**src/sv/annexb_pkg.sv**
```systemverilog
`timescale 1ns / 1ps
`default_nettype none

package annexb_pkg;

  localparam int QDepth = 4;
  localparam int QAddrW = $clog2(QDepth);

  localparam logic [4:0] KindMask = 5'h1F;

  typedef struct packed {
    logic [7:0] stream_byte;
    logic       buffer_end;
  } in_word_t;

  typedef struct packed {
    logic [7:0] payload_byte;
    logic       unit_first;
    logic       unit_last;
    logic [4:0] unit_kind;
    logic       run_end;
  } out_word_t;

  // Work for the back end: zero bytes, then optionally one byte, then optionally a unit close.
  typedef struct packed {
    logic [2:0] zeros;
    logic       has_byte;
    logic [7:0] value;
    logic       close_unit;
  } cmd_t;

endpackage

`default_nettype wire

```
**src/sv/annexb_front.sv**
```systemverilog
`timescale 1ns / 1ps
`default_nettype none

module annexb_front (
  input  wire                  clk,
  input  wire                  rst,
  input  wire                  accept,
  input  annexb_pkg::in_word_t item,
  output logic                 cmd_valid,
  output annexb_pkg::cmd_t     cmd
);
  import annexb_pkg::*;

  logic       in_unit;
  logic       in_unit_next;
  logic [1:0] held;
  logic [1:0] held_next;
  logic       code;

  assign code = (item.stream_byte == 8'd1) &&
                ((held == 2'd3) || ((held == 2'd2) && !item.buffer_end));

  always_comb begin
    cmd          = '0;
    cmd.value    = item.stream_byte;
    in_unit_next = in_unit;
    held_next    = held;
    if (!in_unit) begin
      if (item.stream_byte == 8'd0) begin
        if (held != 2'd3) held_next = held + 2'd1;
      end else begin
        held_next = 2'd0;
        if (code) in_unit_next = 1'b1;
      end
    end else if (item.stream_byte == 8'd0) begin
      if (held == 2'd3) begin
        cmd.zeros = 3'd1;
      end else begin
        held_next = held + 2'd1;
      end
      if (item.buffer_end) begin
        cmd.zeros      = cmd.zeros + {1'b0, held_next};
        cmd.close_unit = 1'b1;
      end
    end else if (code) begin
      held_next      = 2'd0;
      cmd.close_unit = 1'b1;
    end else begin
      cmd.zeros      = {1'b0, held};
      cmd.has_byte   = 1'b1;
      held_next      = 2'd0;
      cmd.close_unit = item.buffer_end;
    end
    cmd_valid = accept && in_unit &&
                ((cmd.zeros != 3'd0) || cmd.has_byte || cmd.close_unit);
    if (item.buffer_end) begin
      in_unit_next = 1'b0;
      held_next    = 2'd0;
    end
  end

  always_ff @(posedge clk) begin
    if (rst) begin
      in_unit <= 1'b0;
      held    <= 2'd0;
    end else if (accept) begin
      in_unit <= in_unit_next;
      held    <= held_next;
    end
  end

endmodule

`default_nettype wire

```
**src/sv/annexb_queue.sv**
```systemverilog
`timescale 1ns / 1ps
`default_nettype none

module annexb_queue (
  input  wire               clk,
  input  wire               rst,
  input  wire               wr_en,
  input  annexb_pkg::cmd_t  wr_data,
  input  wire               rd_en,
  output annexb_pkg::cmd_t  rd_data,
  output logic              not_empty,
  output logic              q_full
);
  import annexb_pkg::*;

  cmd_t              slots [QDepth];
  logic [QAddrW-1:0] wr_ptr;
  logic [QAddrW-1:0] rd_ptr;
  logic [QAddrW:0]   count;

  assign rd_data   = slots[rd_ptr];
  assign not_empty = (count != '0);
  assign q_full    = (count == (QAddrW + 1)'(QDepth));

  always_ff @(posedge clk) begin
    if (wr_en) slots[wr_ptr] <= wr_data;
  end

  always_ff @(posedge clk) begin
    if (rst) begin
      wr_ptr <= '0;
      rd_ptr <= '0;
      count  <= '0;
    end else begin
      if (wr_en) wr_ptr <= wr_ptr + 1'b1;
      if (rd_en) rd_ptr <= rd_ptr + 1'b1;
      if (wr_en && !rd_en) begin
        count <= count + 1'b1;
      end else if (!wr_en && rd_en) begin
        count <= count - 1'b1;
      end
    end
  end

endmodule

`default_nettype wire

```
**src/sv/annexb_back.sv**
```systemverilog
`timescale 1ns / 1ps
`default_nettype none

module annexb_back (
  input  wire                   clk,
  input  wire                   rst,
  input  wire                   head_valid,
  input  annexb_pkg::cmd_t      head,
  output logic                  head_pop,
  output logic                  empty,
  input  wire                   pop,
  output annexb_pkg::out_word_t result
);
  import annexb_pkg::*;

  logic       pend_valid;
  logic [7:0] pend_value;
  logic       pend_first;
  logic       expect_first;
  logic [4:0] kind;
  logic [2:0] step;
  logic       out_valid;
  out_word_t  out_word;

  logic [2:0] n_data;
  logic [2:0] n_steps;
  logic       is_data;
  logic [7:0] data;
  logic       emit;
  logic       out_free;
  logic       advance;
  logic       last_step;

  assign n_data    = head.zeros + {2'b0, head.has_byte};
  assign n_steps   = n_data + {2'b0, head.close_unit};
  assign is_data   = (step < n_data);
  assign data      = (step < head.zeros) ? 8'd0 : head.value;
  assign emit      = head_valid && pend_valid;
  assign out_free  = !out_valid || pop;
  assign advance   = head_valid && (!emit || out_free);
  assign last_step = (step == n_steps - 3'd1);
  assign head_pop  = advance && last_step;

  assign empty  = !out_valid;
  assign result = out_word;

  always_ff @(posedge clk) begin
    if (advance && emit) begin
      out_word.payload_byte <= pend_value;
      out_word.unit_first   <= pend_first;
      out_word.unit_last    <= !is_data;
      out_word.unit_kind    <= kind;
      out_word.run_end      <= last_step;
    end
  end

  always_ff @(posedge clk) begin
    if (rst) begin
      out_valid    <= 1'b0;
      pend_valid   <= 1'b0;
      pend_value   <= 8'd0;
      pend_first   <= 1'b0;
      expect_first <= 1'b1;
      kind         <= 5'd0;
      step         <= 3'd0;
    end else begin
      if (advance && emit) begin
        out_valid <= 1'b1;
      end else if (pop) begin
        out_valid <= 1'b0;
      end
      if (advance) begin
        step <= last_step ? 3'd0 : step + 3'd1;
        if (is_data) begin
          pend_valid <= 1'b1;
          pend_value <= data;
          pend_first <= expect_first;
          if (expect_first) begin
            kind         <= data[4:0] & KindMask;
            expect_first <= 1'b0;
          end
        end else begin
          pend_valid   <= 1'b0;
          expect_first <= 1'b1;
        end
      end
    end
  end

endmodule

`default_nettype wire

```
**src/sv/annexb_nal_unit_splitter.sv**
```systemverilog
// Path: a byte is classified at its accept edge and its command queued; the back end
//   holds each unit's newest byte until its next byte or unit close, then registers it out.
// Throughput: one byte per cycle while the queue is not full; the back end works a step at a
//   time (held zeros, own byte, unit close); the 4-deep command queue absorbs the difference.
// Reset: synchronous, active high; clears queue, output register and all parsing state.
`timescale 1ns / 1ps
`default_nettype none

module annexb_nal_unit_splitter (
  input  wire                   clk,
  input  wire                   rst,
  input  wire                   push,
  output logic                  full,
  input  annexb_pkg::in_word_t  item,
  output logic                  empty,
  input  wire                   pop,
  output annexb_pkg::out_word_t result
);
  import annexb_pkg::*;

  logic accept;
  logic cmd_valid;
  cmd_t cmd;
  cmd_t head;
  logic head_valid;
  logic head_pop;

  assign accept = push && !full;

  annexb_front u_front (
    .clk       (clk),
    .rst       (rst),
    .accept    (accept),
    .item      (item),
    .cmd_valid (cmd_valid),
    .cmd       (cmd)
  );

  annexb_queue u_queue (
    .clk       (clk),
    .rst       (rst),
    .wr_en     (cmd_valid),
    .wr_data   (cmd),
    .rd_en     (head_pop),
    .rd_data   (head),
    .not_empty (head_valid),
    .q_full    (full)
  );

  annexb_back u_back (
    .clk        (clk),
    .rst        (rst),
    .head_valid (head_valid),
    .head       (head),
    .head_pop   (head_pop),
    .empty      (empty),
    .pop        (pop),
    .result     (result)
  );

endmodule

`default_nettype wire

```
**config.mk**
```make
export PLATFORM = sky130hd
export DESIGN_NAME = annexb_nal_unit_splitter
export DESIGN_NICKNAME = d
export VERILOG_FILES = /design/src/sv/annexb_pkg.sv /design/src/sv/annexb_front.sv /design/src/sv/annexb_queue.sv /design/src/sv/annexb_back.sv /design/src/sv/annexb_nal_unit_splitter.sv
export SDC_FILE = /design/constraint.sdc
export NUM_CORES = 1
export LEC_CHECK = 0
export BUFFER_PORTS_ARGS = -buffer_cell sky130_fd_sc_hd__buf_2
export CAP_MARGIN = 25
export CORE_MARGIN = 3
export CORE_UTILIZATION = 40
export DETAILED_ROUTE_END_ITERATION = 6
export PLACE_DENSITY = 0.62
export SLEW_MARGIN = 10
export SYNTH_ARGS = -nofsm -noshare
export SYNTH_HDL_FRONTEND = slang
export SYNTH_SLANG_ARGS = --single-unit
```
**constraint.sdc**
```tcl
create_clock -name clk -period 9.05 [get_ports clk]
set_clock_uncertainty 0.1 [all_clocks]
set_input_delay 0.4525 -clock clk [delete_from_list [all_inputs] [get_ports clk]]
set_output_delay 0.4525 -clock clk [all_outputs]
set_load 0.05 [all_outputs]
```
==> metrics.csv <==
stage,metric,value,unit
sta,Max Clk Rate,0.2313,GHz
finish,fill count,849,
sta,fin worst setup slack,4727,ps
sta,Max Slew Vio Count,0,
finish,layout cell share with drive strength beyond 1,20.90,%
global_routing,initial antenna violation count,0,
global_routing,grt met1 use,17.16,%
drt,Iteration-0 DRC Markers,116,
finish,Antenna Cells,0,
critical_path,"delay-heaviest family, CP",adder cells,
min_path,Hold Crit Start,item[6],
clocking,hold-fix buffers at CTS,0,
critical_path,Worst R2R Path Depth,15,
critical_path,top fanout value on the critical path,13,
flow_run,max cap viols,0,
drt,Pre-antenna DRT Iters,4,
drt,drc violations,0,
global_routing,gr busiest metal,met2,
global_routing,grt ovf,0,
yosys,Post-synth EDFFs,68,
placement,Final GP Congestion,0.7269,
die,Die Area,11510,um2
finish,Finished Layout Cells,444,
critical_path,CP dominant cell by count,ha_1,
power,Power Dens Cells,173.5,nW/um2
min_path,min-delay worst type,in -> reg,
sta,fin crit share,47.77,%
sta,final hold vios,0,
clocking,Root Buffer,clkbuf_8,
yosys,Post-Syn Nets,307,
yosys,Synth top area share,49.74,%
yosys,share of the yosys chip area belonging to registers,65.35,%
sta,Fin Setup TNS,0,ps
yosys,"top cells by area, synth","edfxtp_1, dfxtp_1, mux4_2",
yosys,syn avg cell area,14.93,um2
critical_path,Setup CP Type,reg -> reg,
global_routing,grt met2 use,21.45,%
placement,port bufs,30,
global_routing,number of global-route vias before repair,2275,
critical_path,reg2reg end,u_queue.count[2],
finish,Final Net Count,338,
global_routing,total track usage,13.11,%
drt,via-per-instance ratio,5.133,
yosys,Synth area leader,edfxtp_1,
yosys,Yosys cell types,45,
clocking,Sink Count,100,
global_routing,largest net degree at the start of global routing,31,
die,Die Wd,107.3,um
drt,wire per inst,15.65,um
critical_path,CP peak stage delay,880,ps
clocking,post-CTS resize count,0,
clocking,setup bufs post-CTS,0,
critical_path,Critical Path Start Type,flip-flop,
die,row count,36,
sta,RSZ-0062 raised after global routing,false,
power,Peak VDD IR,0.09756,mV
yosys,Main synth FF type,edfxtp_1,
drt,final WL,6.949,mm
yosys,synth cell count leaders,"edfxtp_1, dfxtp_1, nor2_1, ha_1, inv_1",
yosys,Mapped Cells,275,
sta,crit path time final,4323,ps
yosys,asr flop ratio synth,0,%
placement,Detail Placement HPWL,4.894,mm
run_status,status,"complete, no violations",
critical_path,CP Cell Sequence,mux4_2 > ha_1 > ha_1 > inv_1 > ha_1 > xnor3_1 > xnor2_2 > nor3_4 > inv_1 > ha_1 > inv_1 > fa_1 > xor2_1 > or3_1 > a21oi_1,
sta,worst slew pin tran,929.6,ps
power,Overall Power,0.7957,mW
global_routing,GR Util met3,3.239,%
min_path,Hold Crit Depth,1,
die,initial core utilization,41.62,%
placement,placed cells,428,
finish,post-layout util,46.50,%
clocking,number of CTS-inserted buffers,9,
yosys,#FFs+latches synth,100,
critical_path,Worst Path Arrival,4510,ps
finish,Syn-to-layout area delta,11.73,%
yosys,cell area after synthesis,4105,um2
critical_path,"Slowest-stage cell, CP",dfxtp_1,
critical_path,worst path required time,9230,ps
sta,relative max-transition margin,37.75,%
clocking,CTS max path bufs,2,
critical_path,CP endpoint kind,flip-flop,
critical_path,"reg-to-reg slack, setup",4730,ps
clocking,"Reg clk slew, reported paths",100,ps
clocking,clock tree from TritonCTS,built,
clocking,htree depth,3,
sta,Final setup viols,0,
die,IO Count,31,
power,leakage power,1.667,nW
min_path,Worst Hold End,u_queue.slots[2][6],
yosys,yosys warns,0,
die,die height,107.3,um
placement,DP Worst Slack,4665,ps
global_routing,global-route wire length before repair,11.65,mm
drt,Vias,2279,
critical_path,worst path bufs/invs,3,
die,Core Area,9864,um2
drt,"antenna viol nets, final",0,
clocking,Worst-Skew Late Latency,360,ps
yosys,most numerous cell in the Yosys netlist,edfxtp_1,
[sequential cells by signal, indices dropped and copies added, names as in the netlist, named ones only]
| name | cells |
|---|---|
| u_front.held | 2 |
| u_back.pend_first | 1 |
| u_queue.wr_ptr | 2 |
| u_back.result | 16 |
| u_queue.slots | 52 |
| u_back.out_valid | 1 |
| u_back.pend_valid | 1 |
| u_queue.count | 3 |
| u_back.expect_first | 1 |
| u_front.in_unit | 1 |
| u_back.step | 3 |
| u_back.kind | 5 |
| u_back.pend_value | 8 |
| u_queue.rd_ptr | 2 |
[worst register-to-register path: cells and delay by family (launching register included)]
kind | cells | cell delay (ps)
fa+ha+maj | 5 | 1260
flops | 1 | 880
xor+xnor | 3 | 640
mux | 1 | 620
simple gates | 2 | 380
buf+inv | 3 | 240
compound gates | 1 | 150
[stage by stage]
stage               area [um2]  hold slack [ps]
global placement          4375            317.4
detailed placement        4375            320.6
CTS                       4587            204.8
floorplan                 4105            308.1
finish                    4587            221.0
global route              4587            201.5
[worst max-delay path by stage]
stage                   start          endpoint  slack (ps)  depth (start not counted)
CTS                 flip-flop  u_queue.count[2]        4660                         15
global placement    flip-flop  u_queue.count[2]        4750                         15
finish              flip-flop  u_queue.count[2]        4730                         15
floorplan           flip-flop  u_queue.count[2]        5130                         16
detailed placement  flip-flop  u_queue.count[2]        4670                         15
global route        flip-flop  u_queue.count[2]        4320                         15
[kinds of logic after synthesis]
family,count (synthesis),synth area share (%)
xor+xnor,10,2.652
mux,16,7.863
compound gates,45,8.442
flops,100,65.35
buf+inv,27,2.682
simple gates,58,7.040
fa+ha+maj,19,5.974
[layer usage]
| layer | share of wire, % | up-vias | wire length (um) |
|---|---|---|---|
| li1 | - | 1103 | - |
| met1 | 44 | 1128 | 3090 |
| met2 | 51 | 43 | 3554 |
| met3 | 3.5 | 5 | 242 |
| met4 | 0.89 | 0 | 62 |
| met5 | 0 | - | 0 |
[cells in the final DEF, fill, tap and decap left out, types with 4 or more instances in the layout]
master / n
a21oi_1: 6
a22oi_1: 9
a32oi_1: 6
and2_1: 6
buf_2: 30
clkbuf_8: 9
dfxtp_1: 32
edfxtp_1: 68
ha_1: 18
inv_1: 17
mux4_2: 13
nand2_1: 9
nor2_1: 25
nor2b_1: 4
o21ai_0: 5
xor2_1: 5
[power by group]
part | internal, mW | switching (mW) | leakage, nW
clock | 0.132 | 0.158 | 0.104
combinational | 0.00739 | 0.0120 | 0.641
sequential | 0.485 | 0.00118 | 0.922
total | 0.625 | 0.171 | 1.67
[cell type report]
class | instances | area, um2 | share of cell area [%]
inverter | 17 | 63.81 | 1.391
clock buffer | 9 | 123.9 | 2.700
tap | 133 | 166.4 | 3.628
multi-input combinational | 148 | 1313 | 28.61
clock inverter | 7 | 87.58 | 1.909
sequential | 100 | 2683 | 58.48
timing repair buffer | 30 | 150.1 | 3.273
(Power assumes the default switching activity.)
